===== src/sv/pli_pkg.sv =====
`timescale 1ns / 1ps
// ---------------------------------------------------------------------------
// pli_pkg
// Shared types and constants for the positional list core: command and
// status codes, transfer payloads, and the control word broadcast to cells.
// ---------------------------------------------------------------------------
package pli_pkg;

    // list capacity and derived widths
    localparam int CAPACITY    = 64;
    localparam int POS_W       = $clog2(CAPACITY);
    localparam int IDX_W       = 7;
    localparam int LEN_W       = 7;
    localparam int DATA_W      = 32;
    localparam int GROUP_SIZE  = 8;
    localparam int NUM_GROUPS  = (CAPACITY + GROUP_SIZE - 1) / GROUP_SIZE;

    // command codes
    typedef enum logic [2:0] {
        CMD_SET_LEN = 3'd0,
        CMD_WRITE   = 3'd1,
        CMD_INSERT  = 3'd2,
        CMD_DELETE  = 3'd3,
        CMD_READ    = 3'd4
    } cmd_e;

    // status codes
    typedef enum logic [1:0] {
        ST_OK    = 2'd0,
        ST_RANGE = 2'd1,
        ST_FULL  = 2'd2
    } status_e;

    // operation applied by every cell
    typedef enum logic [1:0] {
        CELL_HOLD   = 2'd0,
        CELL_WRITE  = 2'd1,
        CELL_INSERT = 2'd2,
        CELL_DELETE = 2'd3
    } cell_op_e;

    typedef struct packed {
        logic [2:0]               command;
        logic [IDX_W-1:0]         index;
        logic signed [DATA_W-1:0] value;
    } cmd_item_t;

    typedef struct packed {
        logic [1:0]               status;
        logic [LEN_W-1:0]         current_length;
        logic signed [DATA_W-1:0] read_value;
    } rsp_item_t;

    // control broadcast from the top level to the row of cells
    // lim bounds the shift: last slot filled on insert, last slot vacated on delete
    typedef struct packed {
        cell_op_e                 op;
        logic                     rd;
        logic [POS_W-1:0]         pos;
        logic [POS_W-1:0]         lim;
        logic signed [DATA_W-1:0] value;
    } cell_ctrl_t;

endpackage


===== src/sv/pli_cell.sv =====
`timescale 1ns / 1ps
// ---------------------------------------------------------------------------
// pli_cell
// One list slot. Compares its own position with the broadcast position and
// shift limit and takes the new value, its left neighbor or its right neighbor, or holds.
// ---------------------------------------------------------------------------
module pli_cell (
    input  logic                              clk,
    input  logic [pli_pkg::POS_W-1:0]         slot_id,
    input  pli_pkg::cell_ctrl_t               ctrl,
    input  logic signed [pli_pkg::DATA_W-1:0] left,
    input  logic signed [pli_pkg::DATA_W-1:0] right,
    output logic signed [pli_pkg::DATA_W-1:0] data,
    output logic signed [pli_pkg::DATA_W-1:0] rd_word
);
    import pli_pkg::*;

    logic signed [DATA_W-1:0] data_reg;
    logic signed [DATA_W-1:0] data_next;
    logic                     hit;
    logic                     above;
    logic                     in_span;
    logic                     below_lim;

    // position compare
    assign hit       = (slot_id == ctrl.pos);
    assign above     = (slot_id > ctrl.pos);
    assign in_span   = (slot_id <= ctrl.lim);
    assign below_lim = (slot_id < ctrl.lim);

    // next slot contents
    always_comb
    begin
        data_next = data_reg;
        case (ctrl.op)
            CELL_WRITE:
            begin
                if (hit)
                begin
                    data_next = ctrl.value;
                end
            end
            CELL_INSERT:
            begin
                if (hit)
                begin
                    data_next = ctrl.value;
                end
                else if (above && in_span)
                begin
                    data_next = left;
                end
            end
            CELL_DELETE:
            begin
                if ((hit || above) && below_lim)
                begin
                    data_next = right;
                end
            end
            default:
            begin
                data_next = data_reg;
            end
        endcase
    end

    // slot storage, undefined until written
    always_ff @(posedge clk)
    begin
        data_reg <= data_next;
    end

    assign data    = data_reg;
    assign rd_word = (ctrl.rd && hit) ? data_reg : '0;

endmodule


===== config.mk =====
export PLATFORM = sky130hd
export DESIGN_NAME = pli_cell
export DESIGN_NICKNAME = d
export VERILOG_FILES = /design/src/sv/pli_pkg.sv /design/src/sv/pli_cell.sv
export SDC_FILE = /design/constraint.sdc
export NUM_CORES = 1
export LEC_CHECK = 0
export ABC_AREA = 0
export BUFFER_PORTS_ARGS = -buffer_cell sky130_fd_sc_hd__buf_2
export CAP_MARGIN = 15
export CELL_PAD_IN_SITES_DETAIL_PLACEMENT = 0
export CELL_PAD_IN_SITES_GLOBAL_PLACEMENT = 1
export CORE_AREA = 2 2 95 97
export DETAILED_ROUTE_END_ITERATION = 10
export DIE_AREA = 0 0 97 99
export GPL_TIMING_DRIVEN = 0
export PLACE_DENSITY_LB_ADDON = 0.1
export SKIP_CTS_REPAIR_TIMING = 1
export SYNTH_ARGS = -nofsm -noshare
export SYNTH_HDL_FRONTEND = slang
export SYNTH_SLANG_ARGS = --single-unit

===== constraint.sdc =====
create_clock -name clk -period 5.18 [get_ports clk]
set_clock_uncertainty 0.05 [all_clocks]
set_input_delay 0.259 -clock clk [delete_from_list [all_inputs] [get_ports clk]]
set_output_delay 0.259 -clock clk [all_outputs]
set_load 0.02 [all_outputs]

==> reports/qor.txt, run 1 <==
leading area contributor after synthesis = edfxtp_1
Final Core Density = 0.394
Fmax achieved = 380 MHz
crit end category = flip-flop
Core ar. = 8550 um^2
Final setup violation count = 0
GRT Total Usage = 0.169
vias post-DR = 2645
post-route ant nets = 0
Num CTS Buffers = 5
hold crit path type = in -> reg
syn avg cell area = 9.39 um^2
starting density of the core = 0.255
total placed instance area = 3260 um^2
Setup crit start = slot_id[5]
Slew HR = 0.522
syn nets = 362
CTS root buf = clkbuf_8
slowest stage cell, crit path = a221oi_4
status = finished, final reports clean
Leakage = 1.73 nW
sequential share of the synthesized area = 0.441
largest net degree at the start of global routing = 13
Critical Path, Cell by Cell = buf_2 -> ha_1 -> nand4_2 -> nor2_1 -> o21ai_0 -> a221oi_4 -> buf_8 -> buf_8
CP required = 5.13 ns
routed len/inst = 16.0 um
final non-filler cell total = 530
diode count = 0
critical path class = in -> reg
clk sink count = 32
Fin. Hold Viols = 0
total die area = 9600 um^2
crit path launch type = input pin
DRT Wirelength = 8470 um
most frequent cell on the critical path = buf_8
DR vias/cell = 4.99
final hold slack = 0.275 ns
Clk pin slew, worst setup/hold paths = 0.08 ns
Chip Width = 97 um
fin. max-slew vios = 0
share of the synthesized area in the top cell type = 0.441
dpl hpwl = 6620 um
drt pass-1 iters = 4
share of cells above drive strength 1 = 0.476
RSZ-0062 raised after global routing = false
GPL Wtd Cong = 0.789
I/O pin total = 182
Pwr per Cell Area = 231 nW/um^2
crit path DAT = 2.58 ns
Cell variety after synth = 24
drt drc = 0
fin nets = 551
first-pass GRT wire length = 12900 um
max FFs per register = 32
vias in the first global route = 2643
Max FO, Critical Path = 12
Placed Cells incl. Taps = 522
measured slew at the worst slew-check pin = 0.717 ns
fin area = 3370 um^2
Syn. warnings = 0
Final Cycle Share = 0.508
hold_sp = right[10]
area grow syn2layout = 54.7%
PortBufs = 180
total grt overflow = 0
Syn Inst Count = 232
VDD IR max = 0.131 mV
1st-iter DRT viols = 99
CTS Buffer Depth = 2
die height = 99 um
row cnt = 34
fin crit period = 2.63 ns
CTS tree = done
initial antenna violation count = 0
maxcap violations = 0
Synth area leaders = edfxtp_1, o22ai_1, and3_1
Synth Cell Area = 2180 um^2
Buf/Inv on CP = 3
overall power = 0.000779 W
family with the most delay on the worst path = compound AO/OA/AOI/OAI gates
htree depth = 2
Synth Register Bits = 32
slowest stage delay, CP = 0.67 ns
[per-stage QoR]
stage	setup slack [ns]	setup TNS (ns)
after floorplan	1.07	0
after global placement	-0.717	-22.87
after detailed placement	2.24	0
after CTS	2.54	0
after global routing	2.35	0
final	2.55	0
[cells in the final DEF (no fill, tap or decap)]
cell / count
buf_6: 3
buf_2: 185
edfxtp_1: 32
o22ai_1: 64
nand3_1: 1
nor2_1: 4
clkbuf_8: 5
a221oi_1: 1
o21ai_0: 3
a21oi_1: 35
or2_2: 1
a211oi_1: 1
nand2_1: 3
a221oi_4: 1
buf_1: 2
a21o_1: 1
ha_1: 12
clkbuf_1: 14
and3_1: 32
bufinv_16: 1
nand4_2: 1
nor2b_1: 1
or2_1: 1
clkinv_2: 1
nand2b_1: 1
inv_1: 12
o21ai_2: 1
nand4_1: 1
buf_8: 2
[routing by layer]
layer	vias up	GRT usage	share of wire
li1	1303	-	-
met1	1199	0.205	0.41
met2	134	0.293	0.48
met3	9	0.0546	0.094
met4	0	0.0390	0.011
met5	-	0	0
[worst paths after layout]
kind | endpoint | cells after the start
worst max-delay path | data[20]$_DFFE_PP_ | 8
worst min-delay path | data[10]$_DFFE_PP_ | 3
[cells by family (layout without fill, tap and decap cells)]
kind of cell / after synthesis / after routing / synth area share
compound gates: 107 / 107 / 0.290
simple gates: 46 / 46 / 0.126
buf+inv: 35 / 225 / 0.0735
flops: 32 / 32 / 0.441
fa+ha+maj: 12 / 12 / 0.0689
[area by class of cell]
cell class	count	area, um^2
fill	921	5180
multi-input combinational	165	1070
sequential	32	961
timing repair buffer	182	931
tap	108	135
buffer	23	115
clock buffer	6	72.6
inverter	12	45.0
clock inverter	2	35.0
[where the power goes]
part | internal (W) | switching (W)
logic | 0.0000889 | 0.000121
clock network | 0.000143 | 0.0000989
registers | 0.000317 | 0.0000107
[Yosys cell counts]
cell	count
inv_1	12
nand4_2	1
buf_1	2
nor2_1	4
clkbuf_1	13
o21ai_0	3
a21o_1	1
a21oi_1	35
nand2_1	3
or2_1	1
nand4_1	1
buf_2	5
buf_6	3
o21ai_2	1
a221oi_1	2
nand2b_1	1
o22ai_1	64
ha_1	12
and3_1	32
a211oi_1	1
or2_2	1
nor2b_1	1
edfxtp_1	32
nand3_1	1
[tightest hold or removal path, stage by stage]
cell and delay (ns):
buf_2 0.08, o22ai_1 0.05, a21oi_1 0.11
(Power assumes the default switching activity.)
==> run 2, diff against run 1 <==
--- a/config.mk
+++ b/config.mk
@@ -10,9 +10,9 @@
 export CAP_MARGIN = 15
 export CELL_PAD_IN_SITES_DETAIL_PLACEMENT = 0
 export CELL_PAD_IN_SITES_GLOBAL_PLACEMENT = 1
-export CORE_AREA = 2 2 95 97
+export CORE_AREA = 2 2 99 101
 export DETAILED_ROUTE_END_ITERATION = 10
-export DIE_AREA = 0 0 97 99
+export DIE_AREA = 0 0 101 103
 export GPL_TIMING_DRIVEN = 0
 export PLACE_DENSITY_LB_ADDON = 0.1
 export SKIP_CTS_REPAIR_TIMING = 1
==> constraint.sdc (replaced) <==
create_clock -name clk -period 2.4 [get_ports clk]
set_clock_uncertainty 0.05 [all_clocks]
set_input_delay 0.12 -clock clk [delete_from_list [all_inputs] [get_ports clk]]
set_output_delay 0.12 -clock clk [all_outputs]
set_load 0.02 [all_outputs]
==> run 2 against run 1 <==
Against the previous run: largest cell class unchanged; clock power up 110%; power rose by 120%; sequential power increased by 120%; hold slack got worse by 0.13 ns; routed wire length grew 4.1%; utilization is 3.7 points lower; highest routed layer unchanged; critical endpoint is now data[17]$_DFFE_PP_; count of clock-buffer cells in the layout decreased by 1; critical path depth fell by 1.
==> reports/qor.txt, run 2 (synthesis results as in run 1) <==
fin crit period = 2.17 ns
slowest stage delay, CP = 0.70 ns (+0.03 ns)
share of cells above drive strength 1 = 0.476 (unchanged)
Pwr per Cell Area = 496 nW/um^2 (+110%)
crit end category = flip-flop
CTS root buf = clkbuf_8
most frequent cells in the layout = buf_2, o22ai_1, a21oi_1
met2 routed WL = 4410 um (+7.6%)
total grt overflow = 0 (unchanged)
GRT Total Usage = 0.159 (-0.00983)
Fmax achieved = 460 MHz
WL met3 = 688 um (-13%)
CP required = 2.34 ns (-2.79 ns)
vias post-DR = 2596 (-1.9%)
area grow syn2layout = 55.1%
1st-iter DRT viols = 76 (-23%)
Chip Width = 101 um (+4.1%)
Final Cycle Share = 0.905
Max FO, Critical Path = 12 (unchanged)
fin area = 3380 um^2 (+0.26%)
final non-filler cell total = 536 (+1.1%)
initial antenna violation count = 0 (unchanged)
fin. max-slew vios = 0 (unchanged)
clk sink count = 32 (unchanged)
I/O pin total = 182 (unchanged)
Placed Cells incl. Taps = 528 (+1.1%)
vias in the first global route = 2449 (-7.3%)
final hold slack = 0.142 ns (-0.134 ns)
max FFs per register = 32 (unchanged)
RSZ-0062 raised after global routing = false
fin nets = 551 (unchanged)
Slew HR = 0.490 (-0.0320)
M1 WL = 3640 um (+4.6%)
drt pass-1 iters = 5 (+1)
CTS tree = done
slowest stage cell, crit path = a221oi_4
Leakage = 1.73 nW (-0.11%)
starting density of the core = 0.230 (-0.0245)
largest net degree at the start of global routing = 13 (unchanged)
Clk pin slew, worst setup/hold paths = 0.07 ns (about the same)
CTS Buffer Depth = 2 (unchanged)
Final setup violation count = 0 (unchanged)
GPL Wtd Cong = 0.790 (about the same)
commonest non-fill, non-tap cell in the layout = buf_2
Critical Path, Cell by Cell = buf_2 -> ha_1 -> nand4_2 -> nor2_2 -> o21ai_0 -> a221oi_4 -> buf_8
overall power = 0.00168 W (+120%)
Num CTS Buffers = 5 (unchanged)
first-pass GRT wire length = 12500 um (-3.1%)
crit path DAT = 2.11 ns (-0.47 ns)
status = finished, final reports clean
hold crit path type = in -> reg
DR vias/cell = 4.84 (-3.0%)
Fin. Hold Viols = 0 (unchanged)
# fillers = 1036 (+12%)
row cnt = 36 (+5.9%)
total placed instance area = 3270 um^2 (+0.31%)
diode count = 0 (unchanged)
top sig layer = met4
post-route ant nets = 0 (unchanged)
drt drc = 0 (unchanged)
die height = 103 um (+4.0%)
PortBufs = 180 (unchanged)
routed len/inst = 16.4 um (+2.9%)
dpl hpwl = 6860 um (+3.6%)
setup TNS = 0 ns (unchanged)
htree depth = 2 (unchanged)
Core ar. = 9460 um^2 (+11%)
critical path class = in -> reg
DRT Wirelength = 8810 um (+4.1%)
maxcap violations = 0 (unchanged)
total die area = 10400 um^2 (+8.3%)
measured slew at the worst slew-check pin = 0.765 ns (+0.0479 ns)
crit path launch type = input pin
VDD IR max = 0.226 mV (+72%)
run 2: path summary, 6_finish.rpt:
check	from	endpoint	slack (ns)	depth (start not counted)
setup / recovery	slot_id[3]	data[17]$_DFFE_PP_	0.23	7
hold / removal	right[7]	data[7]$_DFFE_PP_	0.14	3
run 2: worst max-delay path: cells and delay by family:
kind | cells | cell delay, ns
simple gates | 2 | 0.44
buf+inv | 2 | 0.35
compound gates | 2 | 0.90
fa+ha+maj | 1 | 0.30
run 2: cell type report:
cell class	instances	area, um^2	area share
Inverter	12	45.0	0.0133
Tap cell	114	143	0.0422
Timing Repair Buffer	182	931	0.276
Multi-Input combinational cell	165	1080	0.319
Clock inverter	3	37.5	0.0111
Clock buffer	5	68.8	0.0204
Sequential cell	32	961	0.284
Buffer	23	115	0.0341
run 2: routing by layer:
layer / vias to the layer above / global-route usage
met2: 110 / 0.284
li1: 1299 / -
met5: - / 0
met4: 0 / 0.0385
met3: 4 / 0.0454
met1: 1183 / 0.190
run 2: metrics by stage:
stage | setup slack, ns | utilization
after floorplan | 0.0296 | -
after global placement | -0.736 | 0.343
after detailed placement | -0.132 | 0.346
after CTS | 0.184 | 0.357
after global routing | 0.0528 | 0.357
final | 0.227 | 0.357
run 2: where the power goes:
part | switching, W | internal, W
registers | 0.0000222 | 0.000683
logic | 0.000264 | 0.000192
clock network | 0.000211 | 0.000303
==> run 3, diff against run 2 <==
==> config.mk (replaced) <==
export PLATFORM = sky130hd
export DESIGN_NAME = pli_cell
export DESIGN_NICKNAME = d
export VERILOG_FILES = /design/src/sv/pli_pkg.sv /design/src/sv/pli_cell.sv
export SDC_FILE = /design/constraint.sdc
export NUM_CORES = 1
export LEC_CHECK = 0
export ABC_AREA = 0
export BUFFER_PORTS_ARGS = -buffer_cell sky130_fd_sc_hd__buf_2
export CAP_MARGIN = 15
export CORE_AREA = 2 2 82 84
export DETAILED_ROUTE_END_ITERATION = 10
export DIE_AREA = 0 0 84 86
export PLACE_DENSITY = 0.76
export SETUP_SLACK_MARGIN = 0.3
export SKIP_CTS_REPAIR_TIMING = 1
export SYNTH_ARGS = -nofsm -noshare
export SYNTH_HDL_FRONTEND = slang
export SYNTH_SLANG_ARGS = --single-unit
==> run 3 against run 2 <==
Against the previous run: cell count down 9.9%; via count increased by 2.3%; utilization increased by 18 points; global-route usage rose by 6.0 points; count of clock-buffer cells in the layout rose by 1; fmax is 27% higher; flip-flop and latch count did not move; sequential power up 0.6%; critical path type unchanged; highest routed layer unchanged.
==> reports/qor.txt, run 3 (synthesis results as in run 1) <==
CTS Buffer Depth = 2 (unchanged)
DRT Wirelength = 8210 um (-6.8%)
drt drc = 0 (unchanged)
Final Cycle Share = 0.713 (-0.192)
1st-iter DRT viols = 108 (+42%)
maxcap violations = 0 (unchanged)
max FFs per register = 32 (unchanged)
drt pass-1 iters = 4 (-1)
# fillers = 588 (-43%)
met2 Use GR = 0.425 (+0.141)
DR vias/cell = 5.50 (+14%)
vias post-DR = 2656 (+2.3%)
hold crit path type = in -> reg
die height = 86 um (-17%)
GPL Wtd Cong = 0.783 (-0.85%)
Slew HR = 0.572 (+0.0820)
Chip Width = 84 um (-17%)
fin nets = 535 (-2.9%)
final non-filler cell total = 483 (-9.9%)
first-pass GRT wire length = 12400 um (-1.2%)
Clk pin slew, worst setup/hold paths = 0.07 ns (about the same)
crit path DAT = 1.63 ns (-0.48 ns)
fin. max-slew vios = 0 (unchanged)
Fmax achieved = 584 MHz (+27%)
crit path launch type = input pin
commonest non-fill, non-tap cell in the layout = buf_2
Fin. Hold Viols = 0 (unchanged)
most frequent cells in the layout = buf_2, o22ai_1, a21oi_1
Core ar. = 6280 um^2 (-34%)
GRT Total Usage = 0.219 (+0.0603)
M3 GR Usage = 0.0472 (+0.00174)
CP required = 2.32 ns (-0.02 ns)
htree depth = 2 (unchanged)
post-route ant nets = 0 (unchanged)
setup TNS = 0 ns (unchanged)
total placed instance area = 3300 um^2 (+0.73%)
Pwr per Cell Area = 468 nW/um^2 (-5.6%)
fin crit period = 1.71 ns (-0.461 ns)
overall power = 0.00158 W (-5.5%)
PortBufs = 181 (+0.56%)
routed len/inst = 17.0 um (+3.4%)
I/O pin total = 182 (unchanged)
total grt overflow = 0 (unchanged)
initial antenna violation count = 0 (unchanged)
row cnt = 29 (-19%)
VDD IR max = 0.256 mV (+13%)
share of cells above drive strength 1 = 0.527 (+0.0508)
CTS root buf = clkbuf_8
dpl hpwl = 6160 um (-10%)
vias in the first global route = 2562 (+4.6%)
Placed Cells incl. Taps = 475 (-10%)
area grow syn2layout = 55.1% (about the same)
critical path class = in -> reg
RSZ-0062 raised after global routing = false
crit end category = flip-flop
CTS tree = done
GRT busiest layer = met2
Max FO, Critical Path = 32 (+20)
diode count = 0 (unchanged)
total die area = 7220 um^2 (-31%)
Leakage = 1.70 nW (-1.7%)
status = finished, final reports clean
Final setup violation count = 0 (unchanged)
largest net degree at the start of global routing = 33 (+20)
GR Util met1 = 0.240 (+0.0507)
fin area = 3380 um^2 (about the same)
starting density of the core = 0.347 (+0.117)
Num CTS Buffers = 5 (unchanged)
clk sink count = 32 (unchanged)
measured slew at the worst slew-check pin = 0.641 ns (-0.124 ns)
==> run 3: cell count changes in the layout (fill, tap and decap cells not counted), moves of 3 or more <==
cell / delta
ha_1: -6
buf_2: -4
clkbuf_1: -12
buf_6: -3
ha_4: +6
inv_1: -6
buf_4: +7
==> run 3: worst max-delay path: stages <==
cell and delay (ns):
buf_2 0.14, ha_4 0.25, nor2b_1 0.12, a221oi_1 0.28
o21ai_1 0.16, a221oi_4 0.31, buf_12 0.24
==> run 3: worst paths after layout <==
path	from	to	cells past startpoint
setup / recovery	slot_id[2]	data[14]$_DFFE_PP_	7
hold / removal	right[2]	data[2]$_DFFE_PP_	3
==> run 3: report_power, final <==
part | internal (W) | switching, W
Sequential | 0.000684 | 0.0000253
Combinational | 0.000206 | 0.000278
Clock | 0.000201 | 0.000189
Total | 0.00109 | 0.000492
==> run 3: area by class of cell <==
type | instances | area (um^2) | share of cell area
multi-input cells | 165 | 1180 | 0.349
clock inverters | 2 | 11.3 | 0.00333
well taps | 77 | 96.3 | 0.0285
flip-flops and latches | 32 | 961 | 0.284
inverters | 12 | 80.1 | 0.0237
clock buffers | 6 | 72.6 | 0.0215
repair buffers | 189 | 978 | 0.290
==> run 3: metal layers <==
metal | vias to the layer above | wire length, um
met1 | 1237 | 3220
met2 | 140 | 4360
met3 | 5 | 568
met4 | 0 | 65
met5 | - | 0
li1 | 1274 | -
==> run 3: stage by stage <==
stage               hold WS (ns)  setup slack [ns]  utilization
floorplan                  0.321             0.175            -
global placement           0.422             0.475        0.525
detailed placement         0.417             0.395        0.525
CTS                        0.120             0.696        0.538
global route               0.139             0.622        0.538
finish                     0.131             0.688        0.538
